==> src/sv/mtbf_pkg.sv <==
// ----------------------------------------------------------------------------
// mtbf_pkg
// Shared types, widths and helpers for the multi-tube brightness fader.
// ----------------------------------------------------------------------------
package mtbf_pkg;

    // Array size and level width
    localparam int TUBE_COUNT  = 6;
    localparam int LEVEL_BITS  = 8;
    localparam int TUBE_W      = (TUBE_COUNT > 1) ? $clog2(TUBE_COUNT) : 1;

    // Fixed field widths
    localparam int STEPS_W     = 12;
    localparam int DELAY_W     = 16;
    localparam int INTERVAL_W  = 10;
    localparam int DUR_W       = 12;
    localparam int MULT_W      = 10;
    localparam int BASE_W      = 10;
    localparam int ORDER_W     = 24;
    localparam int POS_W       = 4;
    localparam int PROD_W      = POS_W + MULT_W;
    localparam int ORDER_TUBES = ORDER_W / POS_W;

    // Shared divider: dividend covers both the duration and a level difference
    localparam int DVD_W       = (LEVEL_BITS > DUR_W) ? LEVEL_BITS : DUR_W;
    localparam int DVS_W       = STEPS_W;
    localparam int DCNT_W      = $clog2(DVD_W + 1);

    localparam logic [INTERVAL_W-1:0] INTERVAL_RESET = INTERVAL_W'(10);

    // Command codes
    localparam logic CMD_TICK  = 1'b0;
    localparam logic CMD_START = 1'b1;

    // Pattern codes
    localparam logic [1:0] PAT_L2R   = 2'd0;
    localparam logic [1:0] PAT_R2L   = 2'd1;
    localparam logic [1:0] PAT_ORDER = 2'd2;

    // Per-tube fade parameters held in the parameter memory
    typedef struct packed {
        logic [LEVEL_BITS-1:0] target;
        logic [DELAY_W-1:0]    delay;
        logic [STEPS_W-1:0]    steps;
    } par_t;

    typedef enum logic [3:0] {
        ST_IDLE,
        ST_SDIV,
        ST_SWR,
        ST_RD,
        ST_EVAL,
        ST_TDIV,
        ST_TWR,
        ST_ORD,
        ST_OUT
    } state_t;

    // Position of a tube within the chosen pattern
    function automatic logic [POS_W-1:0] position_of(
        input logic [TUBE_W-1:0]  tube,
        input logic [1:0]         pat,
        input logic [ORDER_W-1:0] order
    );
        logic [ORDER_W-1:0] sh;
        logic [POS_W-1:0]   pos;
        sh  = order >> {tube, 2'b00};
        pos = POS_W'(tube);
        case (pat)
            PAT_R2L:   pos = POS_W'(TUBE_COUNT - 1) - POS_W'(tube);
            PAT_ORDER: pos = (int'(tube) >= ORDER_TUBES) ? '0 : sh[POS_W-1:0];
            default:   pos = POS_W'(tube);
        endcase
        return pos;
    endfunction

endpackage

==> src/sv/multi_tube_brightness_fader_top.sv <==
// ----------------------------------------------------------------------------
// multi_tube_brightness_fader_top
// Per-tube brightness fade engine with a shared serial divider.
// ----------------------------------------------------------------------------
// A start word loads every tube with the target level, a step count of
// max(1, duration_ms / step_interval) and a start delay of base_delay plus
// its pattern position times delay_multiplier; it returns no result words.
// A tick word walks all tubes once, counting delays down and stepping tubes
// whose delay has run out, then returns one word per tube in tube order with
// the shared changed and all_done flags and last set on the final tube.
// State lives in two single-port-style memories (levels and fade parameters),
// each read through a registered output, and one restoring divider producing
// one quotient bit per cycle serves both the step-count division and the
// per-step level division. Items are handled one at a time: a start runs the
// step-count division and then writes each tube's parameters, and a tick
// reads, evaluates and, where due, divides and writes back each tube before
// emitting its result words. The next word is accepted while the last result
// word still waits in the output register.
module multi_tube_brightness_fader_top
    import mtbf_pkg::*;
(
    input  logic                  clk,
    input  logic                  rst_n,
    // configuration
    input  logic                  cfg_we,
    input  logic [INTERVAL_W-1:0] cfg_wdata,
    // input channel
    input  logic                  in_valid,
    output logic                  in_ready,
    input  logic                  cmd,
    input  logic [7:0]            target_level,
    input  logic [DUR_W-1:0]      duration_ms,
    input  logic [1:0]            pattern,
    input  logic [MULT_W-1:0]     delay_multiplier,
    input  logic [BASE_W-1:0]     base_delay,
    input  logic [ORDER_W-1:0]    tube_order,
    // output channel
    output logic                  out_valid,
    input  logic                  out_ready,
    output logic [3:0]            tube_number,
    output logic [7:0]            level,
    output logic                  changed,
    output logic                  all_done,
    output logic                  last
);

    // ------------------------------------------------------------------
    // Declarations
    // ------------------------------------------------------------------
    state_t                  state_reg, state_next;
    logic [TUBE_W-1:0]       idx_reg, idx_next;
    logic                    upd_reg, upd_next;
    logic                    done_reg, done_next;
    logic [INTERVAL_W-1:0]   interval_reg;
    logic [INTERVAL_W-1:0]   eff_int;
    logic [STEPS_W-1:0]      step_cnt_reg, step_cnt_next;

    // latched start fields
    logic [LEVEL_BITS-1:0]   tgt_reg;
    logic [1:0]              pat_reg;
    logic [MULT_W-1:0]       mult_reg;
    logic [BASE_W-1:0]       base_reg;
    logic [ORDER_W-1:0]      order_reg;

    // divider
    logic [DVD_W-1:0]        div_quo_reg, div_quo_next;
    logic [DVS_W-1:0]        div_rem_reg, div_rem_next;
    logic [DVS_W-1:0]        div_dvs_reg, div_dvs_next;
    logic [DCNT_W-1:0]       div_cnt_reg, div_cnt_next;
    logic [DVS_W:0]          div_sh;
    logic [DVS_W:0]          div_sub;
    logic                    div_ge;

    // memories
    logic [LEVEL_BITS-1:0]   lvl_mem [TUBE_COUNT];
    par_t                    par_mem [TUBE_COUNT];
    logic [TUBE_COUNT-1:0]   lvl_vld_reg;
    logic [TUBE_COUNT-1:0]   par_vld_reg;
    logic [LEVEL_BITS-1:0]   lvl_rd_reg;
    par_t                    par_rd_reg;
    logic                    lvl_rd_vld_reg;
    logic                    par_rd_vld_reg;
    logic                    rd_en;
    logic                    lvl_we;
    logic                    par_we;
    logic [LEVEL_BITS-1:0]   lvl_wdata;
    par_t                    par_wdata;
    logic [LEVEL_BITS-1:0]   lvl_cur;
    par_t                    par_cur;

    // output register
    logic                    out_valid_reg, out_valid_next;
    logic [3:0]              out_tube_reg, out_tube_next;
    logic [7:0]              out_level_reg, out_level_next;
    logic                    out_changed_reg, out_changed_next;
    logic                    out_done_reg, out_done_next;
    logic                    out_last_reg, out_last_next;

    // helpers
    logic                    idx_last;
    logic                    in_acc;
    logic [POS_W-1:0]        pos_w;
    logic [PROD_W-1:0]       dly_prod;
    logic                    tgt_ge;
    logic [LEVEL_BITS-1:0]   mag;
    logic [LEVEL_BITS-1:0]   new_lvl;
    logic [STEPS_W-1:0]      steps_dec;

    // ------------------------------------------------------------------
    // Configuration register
    // ------------------------------------------------------------------
    always_ff @(posedge clk or negedge rst_n)
    begin
        if (!rst_n)
        begin
            interval_reg <= INTERVAL_RESET;
        end
        else if (cfg_we)
        begin
            interval_reg <= cfg_wdata;
        end
    end

    // Treat a zero interval as one
    assign eff_int = (interval_reg == '0) ? INTERVAL_W'(1) : interval_reg;

    // ------------------------------------------------------------------
    // Shared helpers
    // ------------------------------------------------------------------
    assign in_ready = (state_reg == ST_IDLE);
    assign in_acc   = in_valid && in_ready;
    assign idx_last = (idx_reg == TUBE_W'(TUBE_COUNT - 1));

    // Unwritten entries read as the reset value
    assign lvl_cur = lvl_rd_vld_reg ? lvl_rd_reg : '0;
    assign par_cur = par_rd_vld_reg ? par_rd_reg : '0;

    // Start delay for the tube being written
    assign pos_w    = position_of(idx_reg, pat_reg, order_reg);
    assign dly_prod = PROD_W'(pos_w) * PROD_W'(mult_reg);

    // Fade step: magnitude of the difference and the stepped level
    assign tgt_ge    = (par_cur.target >= lvl_cur);
    assign mag       = tgt_ge ? (par_cur.target - lvl_cur) : (lvl_cur - par_cur.target);
    assign new_lvl   = tgt_ge ? (lvl_cur + div_quo_reg[LEVEL_BITS-1:0])
                              : (lvl_cur - div_quo_reg[LEVEL_BITS-1:0]);
    assign steps_dec = par_cur.steps - STEPS_W'(1);

    // One restoring divider step
    assign div_sh  = {div_rem_reg, div_quo_reg[DVD_W-1]};
    assign div_ge  = (div_sh >= {1'b0, div_dvs_reg});
    assign div_sub = div_sh - {1'b0, div_dvs_reg};

    // ------------------------------------------------------------------
    // State register
    // ------------------------------------------------------------------
    always_ff @(posedge clk or negedge rst_n)
    begin
        if (!rst_n)
        begin
            state_reg <= ST_IDLE;
        end
        else
        begin
            state_reg <= state_next;
        end
    end

    // ------------------------------------------------------------------
    // Next state and datapath control
    // ------------------------------------------------------------------
    always_comb
    begin
        state_next       = state_reg;
        idx_next         = idx_reg;
        upd_next         = upd_reg;
        done_next        = done_reg;
        step_cnt_next    = step_cnt_reg;
        div_quo_next     = div_quo_reg;
        div_rem_next     = div_rem_reg;
        div_dvs_next     = div_dvs_reg;
        div_cnt_next     = div_cnt_reg;
        rd_en            = 1'b0;
        lvl_we           = 1'b0;
        par_we           = 1'b0;
        lvl_wdata        = new_lvl;
        par_wdata        = par_cur;
        out_valid_next   = out_valid_reg;
        out_tube_next    = out_tube_reg;
        out_level_next   = out_level_reg;
        out_changed_next = out_changed_reg;
        out_done_next    = out_done_reg;
        out_last_next    = out_last_reg;

        // drop the output word once taken
        if (out_valid_reg && out_ready)
        begin
            out_valid_next = 1'b0;
        end

        case (state_reg)
            ST_IDLE:
            begin
                if (in_acc)
                begin
                    idx_next = '0;
                    if (cmd == CMD_START)
                    begin
                        div_quo_next = DVD_W'(duration_ms);
                        div_rem_next = '0;
                        div_dvs_next = DVS_W'(eff_int);
                        div_cnt_next = DCNT_W'(DVD_W);
                        state_next   = ST_SDIV;
                    end
                    else
                    begin
                        upd_next   = 1'b0;
                        done_next  = 1'b1;
                        state_next = ST_RD;
                    end
                end
            end

            // step count = duration / interval, at least one
            ST_SDIV:
            begin
                if (div_cnt_reg != '0)
                begin
                    div_rem_next = div_ge ? div_sub[DVS_W-1:0] : div_sh[DVS_W-1:0];
                    div_quo_next = {div_quo_reg[DVD_W-2:0], div_ge};
                    div_cnt_next = div_cnt_reg - DCNT_W'(1);
                end
                else
                begin
                    step_cnt_next = (div_quo_reg == '0) ? STEPS_W'(1)
                                                        : div_quo_reg[STEPS_W-1:0];
                    state_next    = ST_SWR;
                end
            end

            // load every tube's fade parameters
            ST_SWR:
            begin
                par_we           = 1'b1;
                par_wdata.target = tgt_reg;
                par_wdata.delay  = DELAY_W'(base_reg) + DELAY_W'(dly_prod);
                par_wdata.steps  = step_cnt_reg;
                if (idx_last)
                begin
                    idx_next   = '0;
                    state_next = ST_IDLE;
                end
                else
                begin
                    idx_next = idx_reg + TUBE_W'(1);
                end
            end

            ST_RD:
            begin
                rd_en      = 1'b1;
                state_next = ST_EVAL;
            end

            ST_EVAL:
            begin
                if (par_cur.steps == '0)
                begin
                    if (idx_last)
                    begin
                        idx_next   = '0;
                        state_next = ST_ORD;
                    end
                    else
                    begin
                        idx_next   = idx_reg + TUBE_W'(1);
                        state_next = ST_RD;
                    end
                end
                else if (par_cur.delay != '0)
                begin
                    // count the delay down
                    par_we          = 1'b1;
                    par_wdata.delay = par_cur.delay - DELAY_W'(1);
                    done_next       = 1'b0;
                    if (idx_last)
                    begin
                        idx_next   = '0;
                        state_next = ST_ORD;
                    end
                    else
                    begin
                        idx_next   = idx_reg + TUBE_W'(1);
                        state_next = ST_RD;
                    end
                end
                else
                begin
                    div_quo_next = DVD_W'(mag);
                    div_rem_next = '0;
                    div_dvs_next = par_cur.steps;
                    div_cnt_next = DCNT_W'(DVD_W);
                    state_next   = ST_TDIV;
                end
            end

            // delta = |target - level| / steps_left
            ST_TDIV:
            begin
                if (div_cnt_reg != '0)
                begin
                    div_rem_next = div_ge ? div_sub[DVS_W-1:0] : div_sh[DVS_W-1:0];
                    div_quo_next = {div_quo_reg[DVD_W-2:0], div_ge};
                    div_cnt_next = div_cnt_reg - DCNT_W'(1);
                end
                else
                begin
                    state_next = ST_TWR;
                end
            end

            // write back the stepped level and parameters
            ST_TWR:
            begin
                lvl_we          = 1'b1;
                lvl_wdata       = new_lvl;
                par_we          = 1'b1;
                par_wdata.steps = steps_dec;
                if (steps_dec != '0)
                begin
                    par_wdata.delay = DELAY_W'(eff_int);
                    done_next       = 1'b0;
                end
                upd_next = 1'b1;
                if (idx_last)
                begin
                    idx_next   = '0;
                    state_next = ST_ORD;
                end
                else
                begin
                    idx_next   = idx_reg + TUBE_W'(1);
                    state_next = ST_RD;
                end
            end

            ST_ORD:
            begin
                rd_en      = 1'b1;
                state_next = ST_OUT;
            end

            // hold until the output register is free, then emit the word
            ST_OUT:
            begin
                if (!out_valid_reg || out_ready)
                begin
                    out_valid_next   = 1'b1;
                    out_tube_next    = 4'(idx_reg);
                    out_level_next   = 8'(lvl_cur);
                    out_changed_next = upd_reg;
                    out_done_next    = upd_reg && done_reg;
                    out_last_next    = idx_last;
                    if (idx_last)
                    begin
                        idx_next   = '0;
                        state_next = ST_IDLE;
                    end
                    else
                    begin
                        idx_next   = idx_reg + TUBE_W'(1);
                        state_next = ST_ORD;
                    end
                end
            end

            default:
            begin
                state_next = ST_IDLE;
            end
        endcase
    end

    // ------------------------------------------------------------------
    // Control registers
    // ------------------------------------------------------------------
    always_ff @(posedge clk or negedge rst_n)
    begin
        if (!rst_n)
        begin
            idx_reg       <= '0;
            upd_reg       <= 1'b0;
            done_reg      <= 1'b1;
            div_cnt_reg   <= '0;
            out_valid_reg <= 1'b0;
            lvl_vld_reg   <= '0;
            par_vld_reg   <= '0;
        end
        else
        begin
            idx_reg       <= idx_next;
            upd_reg       <= upd_next;
            done_reg      <= done_next;
            div_cnt_reg   <= div_cnt_next;
            out_valid_reg <= out_valid_next;
            if (lvl_we)
            begin
                lvl_vld_reg[idx_reg] <= 1'b1;
            end
            if (par_we)
            begin
                par_vld_reg[idx_reg] <= 1'b1;
            end
        end
    end

    // ------------------------------------------------------------------
    // Payload registers
    // ------------------------------------------------------------------
    always_ff @(posedge clk)
    begin
        step_cnt_reg    <= step_cnt_next;
        div_quo_reg     <= div_quo_next;
        div_rem_reg     <= div_rem_next;
        div_dvs_reg     <= div_dvs_next;
        out_tube_reg    <= out_tube_next;
        out_level_reg   <= out_level_next;
        out_changed_reg <= out_changed_next;
        out_done_reg    <= out_done_next;
        out_last_reg    <= out_last_next;
        if (in_acc)
        begin
            tgt_reg   <= LEVEL_BITS'(target_level);
            pat_reg   <= pattern;
            mult_reg  <= delay_multiplier;
            base_reg  <= base_delay;
            order_reg <= tube_order;
        end
    end

    // ------------------------------------------------------------------
    // Level and parameter memories
    // ------------------------------------------------------------------
    always_ff @(posedge clk)
    begin
        if (lvl_we)
        begin
            lvl_mem[idx_reg] <= lvl_wdata;
        end
        if (par_we)
        begin
            par_mem[idx_reg] <= par_wdata;
        end
        if (rd_en)
        begin
            lvl_rd_reg <= lvl_mem[idx_reg];
            par_rd_reg <= par_mem[idx_reg];
        end
    end

    // Sample entry valid bits alongside the read data
    always_ff @(posedge clk or negedge rst_n)
    begin
        if (!rst_n)
        begin
            lvl_rd_vld_reg <= 1'b0;
            par_rd_vld_reg <= 1'b0;
        end
        else if (rd_en)
        begin
            lvl_rd_vld_reg <= lvl_vld_reg[idx_reg];
            par_rd_vld_reg <= par_vld_reg[idx_reg];
        end
    end

    // ------------------------------------------------------------------
    // Outputs
    // ------------------------------------------------------------------
    assign out_valid   = out_valid_reg;
    assign tube_number = out_tube_reg;
    assign level       = out_level_reg;
    assign changed     = out_changed_reg;
    assign all_done    = out_done_reg;
    assign last        = out_last_reg;

    // ------------------------------------------------------------------
    // Assertions
    // ------------------------------------------------------------------
`ifndef ASSERT_OFF
    a_last_tube: assert property (@(posedge clk) disable iff (!rst_n)
        (out_valid && last) |-> (tube_number == 4'(TUBE_COUNT - 1)))
        else $error("last flag on a word that is not the final tube");

    a_done_needs_change: assert property (@(posedge clk) disable iff (!rst_n)
        out_valid |-> (changed || !all_done))
        else $error("all_done without a step in the tick");

    a_start_steps: assert property (@(posedge clk) disable iff (!rst_n)
        (state_reg == ST_SWR) |-> (step_cnt_reg != '0))
        else $error("start loaded a zero step count");

    a_step_only_active: assert property (@(posedge clk) disable iff (!rst_n)
        (state_reg == ST_TWR) |-> (par_cur.steps != '0 && par_cur.delay == '0))
        else $error("fade step on an idle or waiting tube");
`endif

endmodule
==> config.mk <==
export PLATFORM = sky130hd
export DESIGN_NAME = multi_tube_brightness_fader_top
export DESIGN_NICKNAME = d
export VERILOG_FILES = /design/src/sv/mtbf_pkg.sv /design/src/sv/multi_tube_brightness_fader_top.sv
export SDC_FILE = /design/constraint.sdc
export NUM_CORES = 1
export LEC_CHECK = 0
export BUFFER_PORTS_ARGS = -buffer_cell sky130_fd_sc_hd__buf_2
export CORE_AREA = 2 2 241 243
export DETAILED_ROUTE_END_ITERATION = 10
export DIE_AREA = 0 0 243 245
export HOLD_SLACK_MARGIN = 0.15
export PLACE_DENSITY = 0.57
export RECOVER_POWER = 25
export SYNTH_ARGS = -nofsm -noshare
export SYNTH_HDL_FRONTEND = slang
export SYNTH_SLANG_ARGS = --single-unit
export TNS_END_PERCENT = 5
==> constraint.sdc <==
create_clock -name clk -period 7.4 [get_ports clk]
set_input_delay 0.37 -clock clk [delete_from_list [all_inputs] [get_ports clk]]
set_output_delay 0.37 -clock clk [all_outputs]
set_load 0.02 [all_outputs]
==> results of run 1 <==
## path summary, 6_finish.rpt
path,start,to,slack (ns),cells after the start
max in group asynchronous,rst_n,idx_reg[0],4.72,2
min,cfg_we,interval_reg[8],0.24,2
min in group asynchronous,rst_n,state_reg[1],1.03,2
max reg2reg,idx_reg[0],par_mem[0][24],0.76,18
max,idx_reg[0],par_mem[0][24],0.76,18
min reg2reg,par_vld_reg[4],par_vld_reg[4],0.46,1
## critical path: cells and delay by family (launching register included)
kind,cells,cell delay (ns)
flip-flops,1,0.76
AO/OA/AOI/OAI,8,2.65
multiplexers,1,0.57
AND/OR/NAND/NOR,3,0.35
XOR/XNOR,1,0.17
buffers and inverters,1,0.04
adder cells (fa/ha/maj),4,1.81
## logic make-up after synthesis
family,share of synthesized area (%)
AND/OR/NAND/NOR,10.29
flip-flops,60.82
AO/OA/AOI/OAI,9.186
buffers and inverters,3.203
multiplexers,8.368
adder cells (fa/ha/maj),6.639
XOR/XNOR,1.479
other,0.01666
## power by group through the flow
stage	clock (uW)	sequential, uW	combinational, uW
floorplan	0	4080	3200
detailed placement	0	4260	4350
finish	2460	4220	4390
global placement	0	4260	4270
global route	2620	4260	4910
CTS	2510	4220	4410
## cells in the final DEF, fill, tap and decap left out, drive strengths merged, types with 13 or more instances in the layout
master / count
edfxtp: 424
nand2: 191
o21ai: 131
inv: 107
buf: 95
clkbuf: 91
nor2: 82
dlygate4sd3: 80
ha: 73
mux2i: 61
a21oi: 51
mux4: 50
and2: 37
dfrtp: 35
nand3: 34
fa: 29
nor3: 25
xnor2: 24
nor2b: 22
clkinv: 20
xor2: 14
a31oi: 14
or2: 13
mux2: 13
## area by class of cell
class | count | area share [%]
Multi-Input combinational cell | 1057 | 30.99
Timing Repair Buffer | 201 | 5.432
Sequential cell | 462 | 52.28
Antenna cell | 1 | 0.009556
Clock buffer | 65 | 5.389
Clock inverter | 27 | 0.7501
Inverter | 104 | 1.491
Tap cell | 765 | 3.655
## synthesized netlist by cell type, types with 9 or more instances
master,count,area [um2]
inv_1,103,386.6
xor2_1,14,122.6
and2_1,37,231.5
or3_1,9,56.30
mux4_2,50,1126
a21o_1,11,82.58
a21oi_1,50,250.2
nand2_1,191,716.9
nor2b_1,22,137.6
edfxtp_1,424,12730
o21ai_0,128,640.6
nand3_1,34,170.2
or2_2,13,81.33
xnor2_1,24,210.2
clkbuf_1,57,214.0
nor2_1,82,307.8
a22oi_1,11,82.58
mux2_2,13,146.4
ha_1,73,913.4
fa_1,29,580.6
buf_2,15,75.07
a31oi_1,14,87.58
mux2i_1,61,610.6
dfrtp_1,35,875.8
and3_1,10,62.56
nand4_1,11,68.82
nor3_1,24,120.1
## through the flow
stage / hold WS (ns) / util [%]
after floorplan: 0.07441 / -
after global placement: 0.4373 / 41.83
after detailed placement: 0.4441 / 41.83
after global routing: 0.2291 / 45.91
final: 0.2440 / 45.92
after CTS: 0.2100 / 46.05
## per-layer routing
| layer | share of wire [%] | global-route usage, % | up-vias |
|---|---|---|---|
| met5 | 0.023 | 0 | - |
| met4 | 2.6 | 5.666 | 2 |
| met3 | 5.7 | 3.269 | 90 |
| met2 | 47 | 30.86 | 416 |
| met1 | 45 | 27.03 | 7322 |
| li1 | - | - | 6717 |
==> reports/metrics.cfg, run 1 <==
[clock_network]
numCtsBuffers=50
cts_root_buffer=clkbuf_16
ctsHoldBuffers=80
postCtsSetupBuffers=0
path_clk_slew_ns=0.06
cts.path.max_buffers=3
htree_levels=2
cts_tree=yes
clock_sinks=462
cts_resized=0
clk_latency_ns=0.60

[drt]
drc=0
vias=14550
antenna_left=0
routed_via_density=5.424
finalWirelength_mm=56.97
drt_first_pass_iters=6
dr.first_iter.drc_count=1333
wire_per_inst_um=21.24

[logic_synthesis]
ys_ff_latch=462
syn_inst=1703
synth_area_per_cell_um2=13.21
ys_warn_count=0
syn_area_mm2=0.02250
synth_cell_types=92
synth_edf_count=424
yosysSeqAreaShare_pct=60.82
syn_nets=1887
async_flop_share_pct=8.225
synthFlopType=edfxtp_1

[critical_path]
endpoint_kind=flip-flop
start_kind=flip-flop
crit_type=flip-flop to flip-flop
cp_slowest_cell=dfrtp_4
max_stage_delay_ns=0.76
crit_chain=mux4_2 -> nand2_1 -> o21ai_0 -> a21oi_1 -> nor2_1 -> a21oi_1 -> nand2b_1 -> fa_1 -> fa_1 -> fa_1 -> inv_1 -> ha_1 -> o211ai_1 -> a211oi_1 -> a41o_1 -> o41ai_1 -> xor2_1 -> o221ai_1
critPathMaxFanout=29
critPathRequiredTime_ns=7.74
cp_common_cell=fa_1
arrival_ns=6.98

[hold_path]
worstHoldPathType=input port to flip-flop

[global_routing]
overflow=0
grt_first_pass_wirelength_mm=87.69
grt_max_degree=55
antenna_found_initial=1
grt_pass1_vias=14530
grt_usage_pct=19.27

[sta]
fmax_mhz=150.5
slew_headroom_pct=-128.9
worst_pin_slew_ns=3.434
finalHoldViolations=0
period_share_pct=89.76
period_minus_slack_ns=6.642
tns_ns=0
setup_violations=0
fin_skew_ns=0.02759
drv_slew=200
finalWorstSetupSlack_ns=0.7576
grt_setup_unrepaired=false

[final_layout]
drive_above_1_share_pct=14.46
nets=2060
seqCellArea_mm2=0.01369
multiInputGateArea_mm2=0.008117
fin_area_mm2=0.02619
largest_reg_flops=216
syn_to_final_growth_pct=16.37
fillerInstances=5160
final_cells=2682

[die]
die_y_um=245
core_area_mm2=0.05703
initial_utilization_pct=39.45
fp.dieW_um=243
die_area_mm2=0.05954
rows=88
ios=99

[power]
cellLeakagePower_uw=0.009674
power.net_switching_uw=4148
combPwrFrac_pct=39.7
peakVddDrop_uv=211.2
fin_total_pwr_uw=11070
p_seq_share_pct=38.1
power-per-cell-area_mw_per_mm2=422.5
internal_power_uw=6918
p_clk_share_pct=22.2
switching_share_pct=37.49

[outcome]
status=finished, violations left
violations=capacitance limit, slew limit

[place]
place_area_mm2=0.02386
place_congestion=0.8688
dp.cells=2509
io_buffers=97
dp_hpwl_mm=37.88
place_ws_ns=0.8269

[run]
maxCapViolCount=8

Note: power is estimated with default switching activity, not from simulation.
==> run 2: changes to the inputs <==
- CORE_AREA: 2 2 241 243 -> 2 2 227 229
- DIE_AREA: 0 0 243 245 -> 0 0 229 231
- PLACE_DENSITY: 0.57 -> 0.66
==> run 2 against run 1 <==
Combinational power hardly changed; the run still ends with capacitance limit, slew limit left; largest cell class unchanged; via count grew 1.2%; non-clock buffer count down 1; power is 0.97% higher; cell area decreased by 0.11%; clock-buffer cell count is 5 higher; sequential share of layout area is essentially flat; highest routed layer is now met4.
==> reports/metrics.cfg, run 2 (same netlist as run 1, synthesis figures left out) <==
[critical_path]
r2r-end=par_mem[1][24]
cp_slowest_cell=dfrtp_1
reg2reg_slack_ns=1.37
max_stage_delay_ns=0.57
cp_common_cell=fa_1
start_kind=flip-flop
endpoint_kind=flip-flop
arrival_ns=6.38
crit_chain=inv_1 -> nand2_1 -> o21ai_0 -> a22oi_1 -> nor2_1 -> nand2_1 -> fa_1 -> fa_1 -> fa_1 -> inv_1 -> ha_1 -> o211ai_1 -> a211oi_1 -> a41o_1 -> o41ai_1 -> xor2_1 -> o221ai_1
reg2reg_from=idx_reg[1]
critPathMaxFanout=13
crit_type=flip-flop to flip-flop
critPathRequiredTime_ns=7.75
ff2ff_path_depth=17

[final_layout]
mostFrequentLayoutCells=edfxtp_1, nand2_1, o21ai_0
multiInputGateArea_mm2=0.008132
nets=2060
layout_commonest_cell=edfxtp_1
fillerInstances=4375
n_antenna_cell=0
drive_above_1_share_pct=14.33
seqCellArea_mm2=0.01369
largest_reg_flops=216
final_cells=2599
syn_to_final_growth_pct=16.25
fin_util_pct=51.62

[clock_network]
clk_latency_ns=0.60
htree_levels=2
path_clk_slew_ns=0.06
numCtsBuffers=51
cts_root_buffer=clkbuf_16
cts.path.max_buffers=3
cts_tree=yes
clock_sinks=462
postCtsSetupBuffers=0
cts_resized=0

[sta]
grt_setup_unrepaired=false
period_share_pct=81.50
period_minus_slack_ns=6.031
fmax_mhz=165.8
fin_skew_ns=0.02491
finalHoldViolations=0
tns_ns=0
worst_pin_slew_ns=3.589
slew_headroom_pct=-139.3
setup_violations=0
finalWorstSetupSlack_ns=1.369
drv_slew=195

[outcome]
violations=capacitance limit, slew limit
status=finished, violations left

[drt]
dr.first_iter.drc_count=1558
routed_via_density=5.662
drt_first_pass_iters=5
antenna_left=0
drc=0
vias=14720
wire_per_inst_um=21.49
finalWirelength_mm=55.85

[die]
fp.dieW_um=229
ios=99
die_area_mm2=0.05290
rows=83
die_y_um=231
initial_utilization_pct=44.40
core_area_mm2=0.05068

[global_routing]
antenna_found_initial=0
grt_max_degree=93
grt_usage_pct=21.26
grt_first_pass_wirelength_mm=86.44
overflow=0
grt_pass1_vias=14880

[place]
io_buffers=97
place_ws_ns=1.554
dp_hpwl_mm=36.61
place_congestion=0.8878
dp.cells=2424

[hold_path]
worstHoldPathType=input port to flip-flop
min_from=cfg_we
min_path_cells=2
holdPathEnd=interval_reg[5]

[power]
fin_total_pwr_uw=11170
power-per-cell-area_mw_per_mm2=427.1
cellLeakagePower_uw=0.009688
peakVddDrop_uv=225.1

[run]
maxCapViolCount=6

==> run 2: where the power goes <==
| group | internal, uW | switching, uW | leakage (uW) |
|---|---|---|---|
| logic | 1610 | 2800 | 0.00449 |
| registers | 3890 | 314 | 0.00438 |
| clock network | 1510 | 1040 | 0.000810 |
| total | 7020 | 4150 | 0.00969 |
==> run 2: worst max-delay path, delay by kind of cell, from the launching register on <==
| family | cells | cell delay, ns |
|---|---|---|
| AOI/OAI and AO/OA | 7 | 2.09 |
| adders and majority gates | 4 | 1.90 |
| and+or+nand+nor | 3 | 0.87 |
| DFF | 1 | 0.57 |
| buffers and inverters | 2 | 0.23 |
| xor gates and xnor gates | 1 | 0.13 |
==> run 2: per-stage QoR <==
stage | hold WS, ns | instance area [um2]
after floorplan | 0.07441 | 22500
after CTS | 0.1811 | 26230
after detailed placement | 0.4477 | 23750
after global placement | 0.4415 | 23750
after global routing | 0.2107 | 26160
final | 0.2033 | 26160
==> run 2: per-layer routing <==
| metal | vias to the layer above | track usage (%) | wire, um |
|---|---|---|---|
| li1 | 6698 | - | - |
| met1 | 7416 | 28.51 | 23660 |
| met2 | 498 | 35.64 | 27210 |
| met3 | 103 | 3.298 | 3381 |
| met4 | 0 | 6.798 | 1602 |
| met5 | - | 0 | 0 |
==> run 2: layout make-up <==
class	count	area share, %
multi-input combinational	1057	31.09
clock inverter	26	1.076
clock buffer	70	5.391
timing repair buffer	200	5.381
inverter	104	1.492
sequential	462	52.32
tap	680	3.253
==> run 2: worst max path at each step <==
stage / from / end / slack, ns / depth (start not counted)
CTS: idx_reg[0] / par_mem[1][24] / 1.51 / 17
finish: idx_reg[1] / par_mem[1][24] / 1.37 / 17
floorplan: idx_reg[2] / par_mem[0][24] / 1.86 / 21
global route: idx_reg[0] / par_mem[1][24] / 0.77 / 17
detailed placement: idx_reg[1] / par_mem[4][24] / 1.55 / 17
global placement: idx_reg[0] / par_mem[4][23] / 1.66 / 18
==> run 2: repair_timing <==
item,in CTS,in global routing
hold buffers,79,0
endpoints found under the hold margin,111,0
endpoints found under the setup margin,0,0
==> run 3: changes to the inputs <==
- PLACE_DENSITY: 0.66 -> 0.68
- clock period: 7.4 -> 5.25 ns (I/O delays scaled with it)
==> run 3 against run 2 <==
Largest power group unchanged; register-to-register slack worse by 1.5 ns; worst hold slack better by 0.024 ns; critical endpoint is now par_mem[4][24]; the run ends with capacitance limit, slew limit, setup timing left; cell count up 1.5%; sequential power up 41%; critical path type unchanged.
==> reports/metrics.cfg, run 3 (same netlist as run 1, synthesis figures left out) <==
[clock_network]
cts_tree=yes
clock_sinks=462
path_clk_slew_ns=0.06
clk_latency_ns=0.59
numCtsBuffers=48
htree_levels=2
cts_root_buffer=clkbuf_16
cts.path.max_buffers=3

[place]
dp_hpwl_mm=36.74
place_congestion=0.8805
place_area_mm2=0.02406
io_buffers=97
place_ws_ns=-0.2508

[critical_path]
reg2reg_slack_ns=-0.1
cp_common_cell=fa_1
critPathMaxFanout=6
arrival_ns=5.63
cp_slowest_cell=mux4_2
max_stage_delay_ns=0.52
crit_chain=mux4_2 -> nand2_2 -> o21ai_2 -> a21oi_1 -> nor2_1 -> a21oi_2 -> nand2b_4 -> fa_1 -> fa_1 -> fa_1 -> inv_2 -> ha_4 -> a211o_1 -> o211ai_1 -> a211oi_2 -> a41o_1 -> o41ai_4 -> xor2_2 -> o221ai_4
endpoint_kind=flip-flop
crit_type=flip-flop to flip-flop
start_kind=flip-flop
critPathRequiredTime_ns=5.53

[drt]
dr.first_iter.drc_count=1315
antenna_left=0
routed_via_density=5.671
met1_length_mm=23.44
dr_wl_met2_mm=26.93
drc=0
wire_per_inst_um=21.23
drt_first_pass_iters=5
vias=14970
finalWirelength_mm=56.03
met3_length_mm=3.668
top_layer=met4

[sta]
finalHoldViolations=0
fmax_mhz=187.0
grt_setup_unrepaired=true
worst_pin_slew_ns=2.485
fin_skew_ns=0.01713
setup_violations=12
slew_headroom_pct=-65.68
finalWorstSetupSlack_ns=-0.09641
period_minus_slack_ns=5.346
period_share_pct=101.8
drv_slew=94

[die]
fp.dieW_um=229
core_area_mm2=0.05068
die_y_um=231
rows=83
die_area_mm2=0.05290
initial_utilization_pct=44.40
ios=99

[final_layout]
seqCellArea_mm2=0.01369
n_antenna_cell=0
mostFrequentLayoutCells=edfxtp_1, nand2_1, o21ai_0
largest_reg_flops=216
fillerInstances=4248
fin_area_mm2=0.02676
multiInputGateArea_mm2=0.008441
syn_to_final_growth_pct=18.90
layout_commonest_cell=edfxtp_1
nets=2104
drive_above_1_share_pct=17.46

[global_routing]
overflow=0
grt_usage_pct=21.19
grt_max_degree=101
grt_pass1_vias=15140
antenna_found_initial=1
grt_first_pass_wirelength_mm=86.60

[outcome]
status=finished, violations left
violations=capacitance limit, slew limit, setup timing

[power]
fin_total_pwr_uw=16080
power-per-cell-area_mw_per_mm2=601.0
cellLeakagePower_uw=0.009922
peakVddDrop_uv=344.5

[run]
maxCapViolCount=3

[hold_path]
worstHoldPathType=input port to flip-flop

==> run 3: area by class of cell <==
| class | count | share of cell area, % |
|---|---|---|
| sequential | 462 | 51.17 |
| multi-input combinational | 1057 | 31.55 |
| clock inverter | 25 | 0.9586 |
| tap | 680 | 3.180 |
| timing repair buffer | 247 | 6.902 |
| inverter | 104 | 1.459 |
| clock buffer | 64 | 4.788 |
==> run 3: worst paths after layout <==
check                                    start             end  cells past startpoint
max in group asynchronous                rst_n      idx_reg[0]                      2
worst min-delay path                  in_valid  div_cnt_reg[2]                      4
worst max register to register      idx_reg[0]  par_mem[4][24]                     19
min in group asynchronous                rst_n  lvl_vld_reg[4]                      2
worst min register to register  par_vld_reg[0]  par_vld_reg[0]                      1
worst max-delay path                idx_reg[0]  par_mem[4][24]                     19
==> run 3: through the flow <==
stage                     hold slack [ns]  util (%)  setup TNS, ns  instances
after floorplan                  -0.03309         -      -0.004903       1703
after global placement             0.4389     47.47         -1.003       2457
after detailed placement           0.4406     47.47         -5.506       2457
after CTS                          0.1823     52.53              0       2637
after global routing               0.2161     52.80         -7.655       2639
final                              0.2273     52.80        -0.7077       2639
==> run 3: critical path: cells and delay by family (launching register included) <==
kind / cells / cell delay [ns]
buf+inv: 1 / 0.05
simple gates: 3 / 0.31
xor+xnor: 1 / 0.29
fa+ha+maj: 4 / 1.65
compound gates: 9 / 1.74
mux: 1 / 0.52
flops: 1 / 0.46
==> run 3: metal layers <==
layer / up-vias / global-route usage (%)
li1: 6805 / -
met1: 7482 / 28.45
met2: 560 / 34.82
met3: 120 / 3.471
met4: 0 / 7.975
met5: - / 0
==> run 3: repair_timing <==
| action | in CTS | in global routing |
|---|---|---|
| gates resized for setup | 20 | 30 |
| setup endpoints to repair | 42 | 72 |
| hold endpoints to repair | 114 | 0 |
| setup buffers | 1 | 2 |
| pin swaps | 10 | 30 |
| hold buffers | 90 | 0 |
==> run 3: where the power goes <==
part | switching, uW | total, uW | internal (uW)
registers | 443 | 5920 | 5480
logic | 4130 | 6830 | 2700
clock network | 1410 | 3330 | 1920
total | 5980 | 16100 | 10100
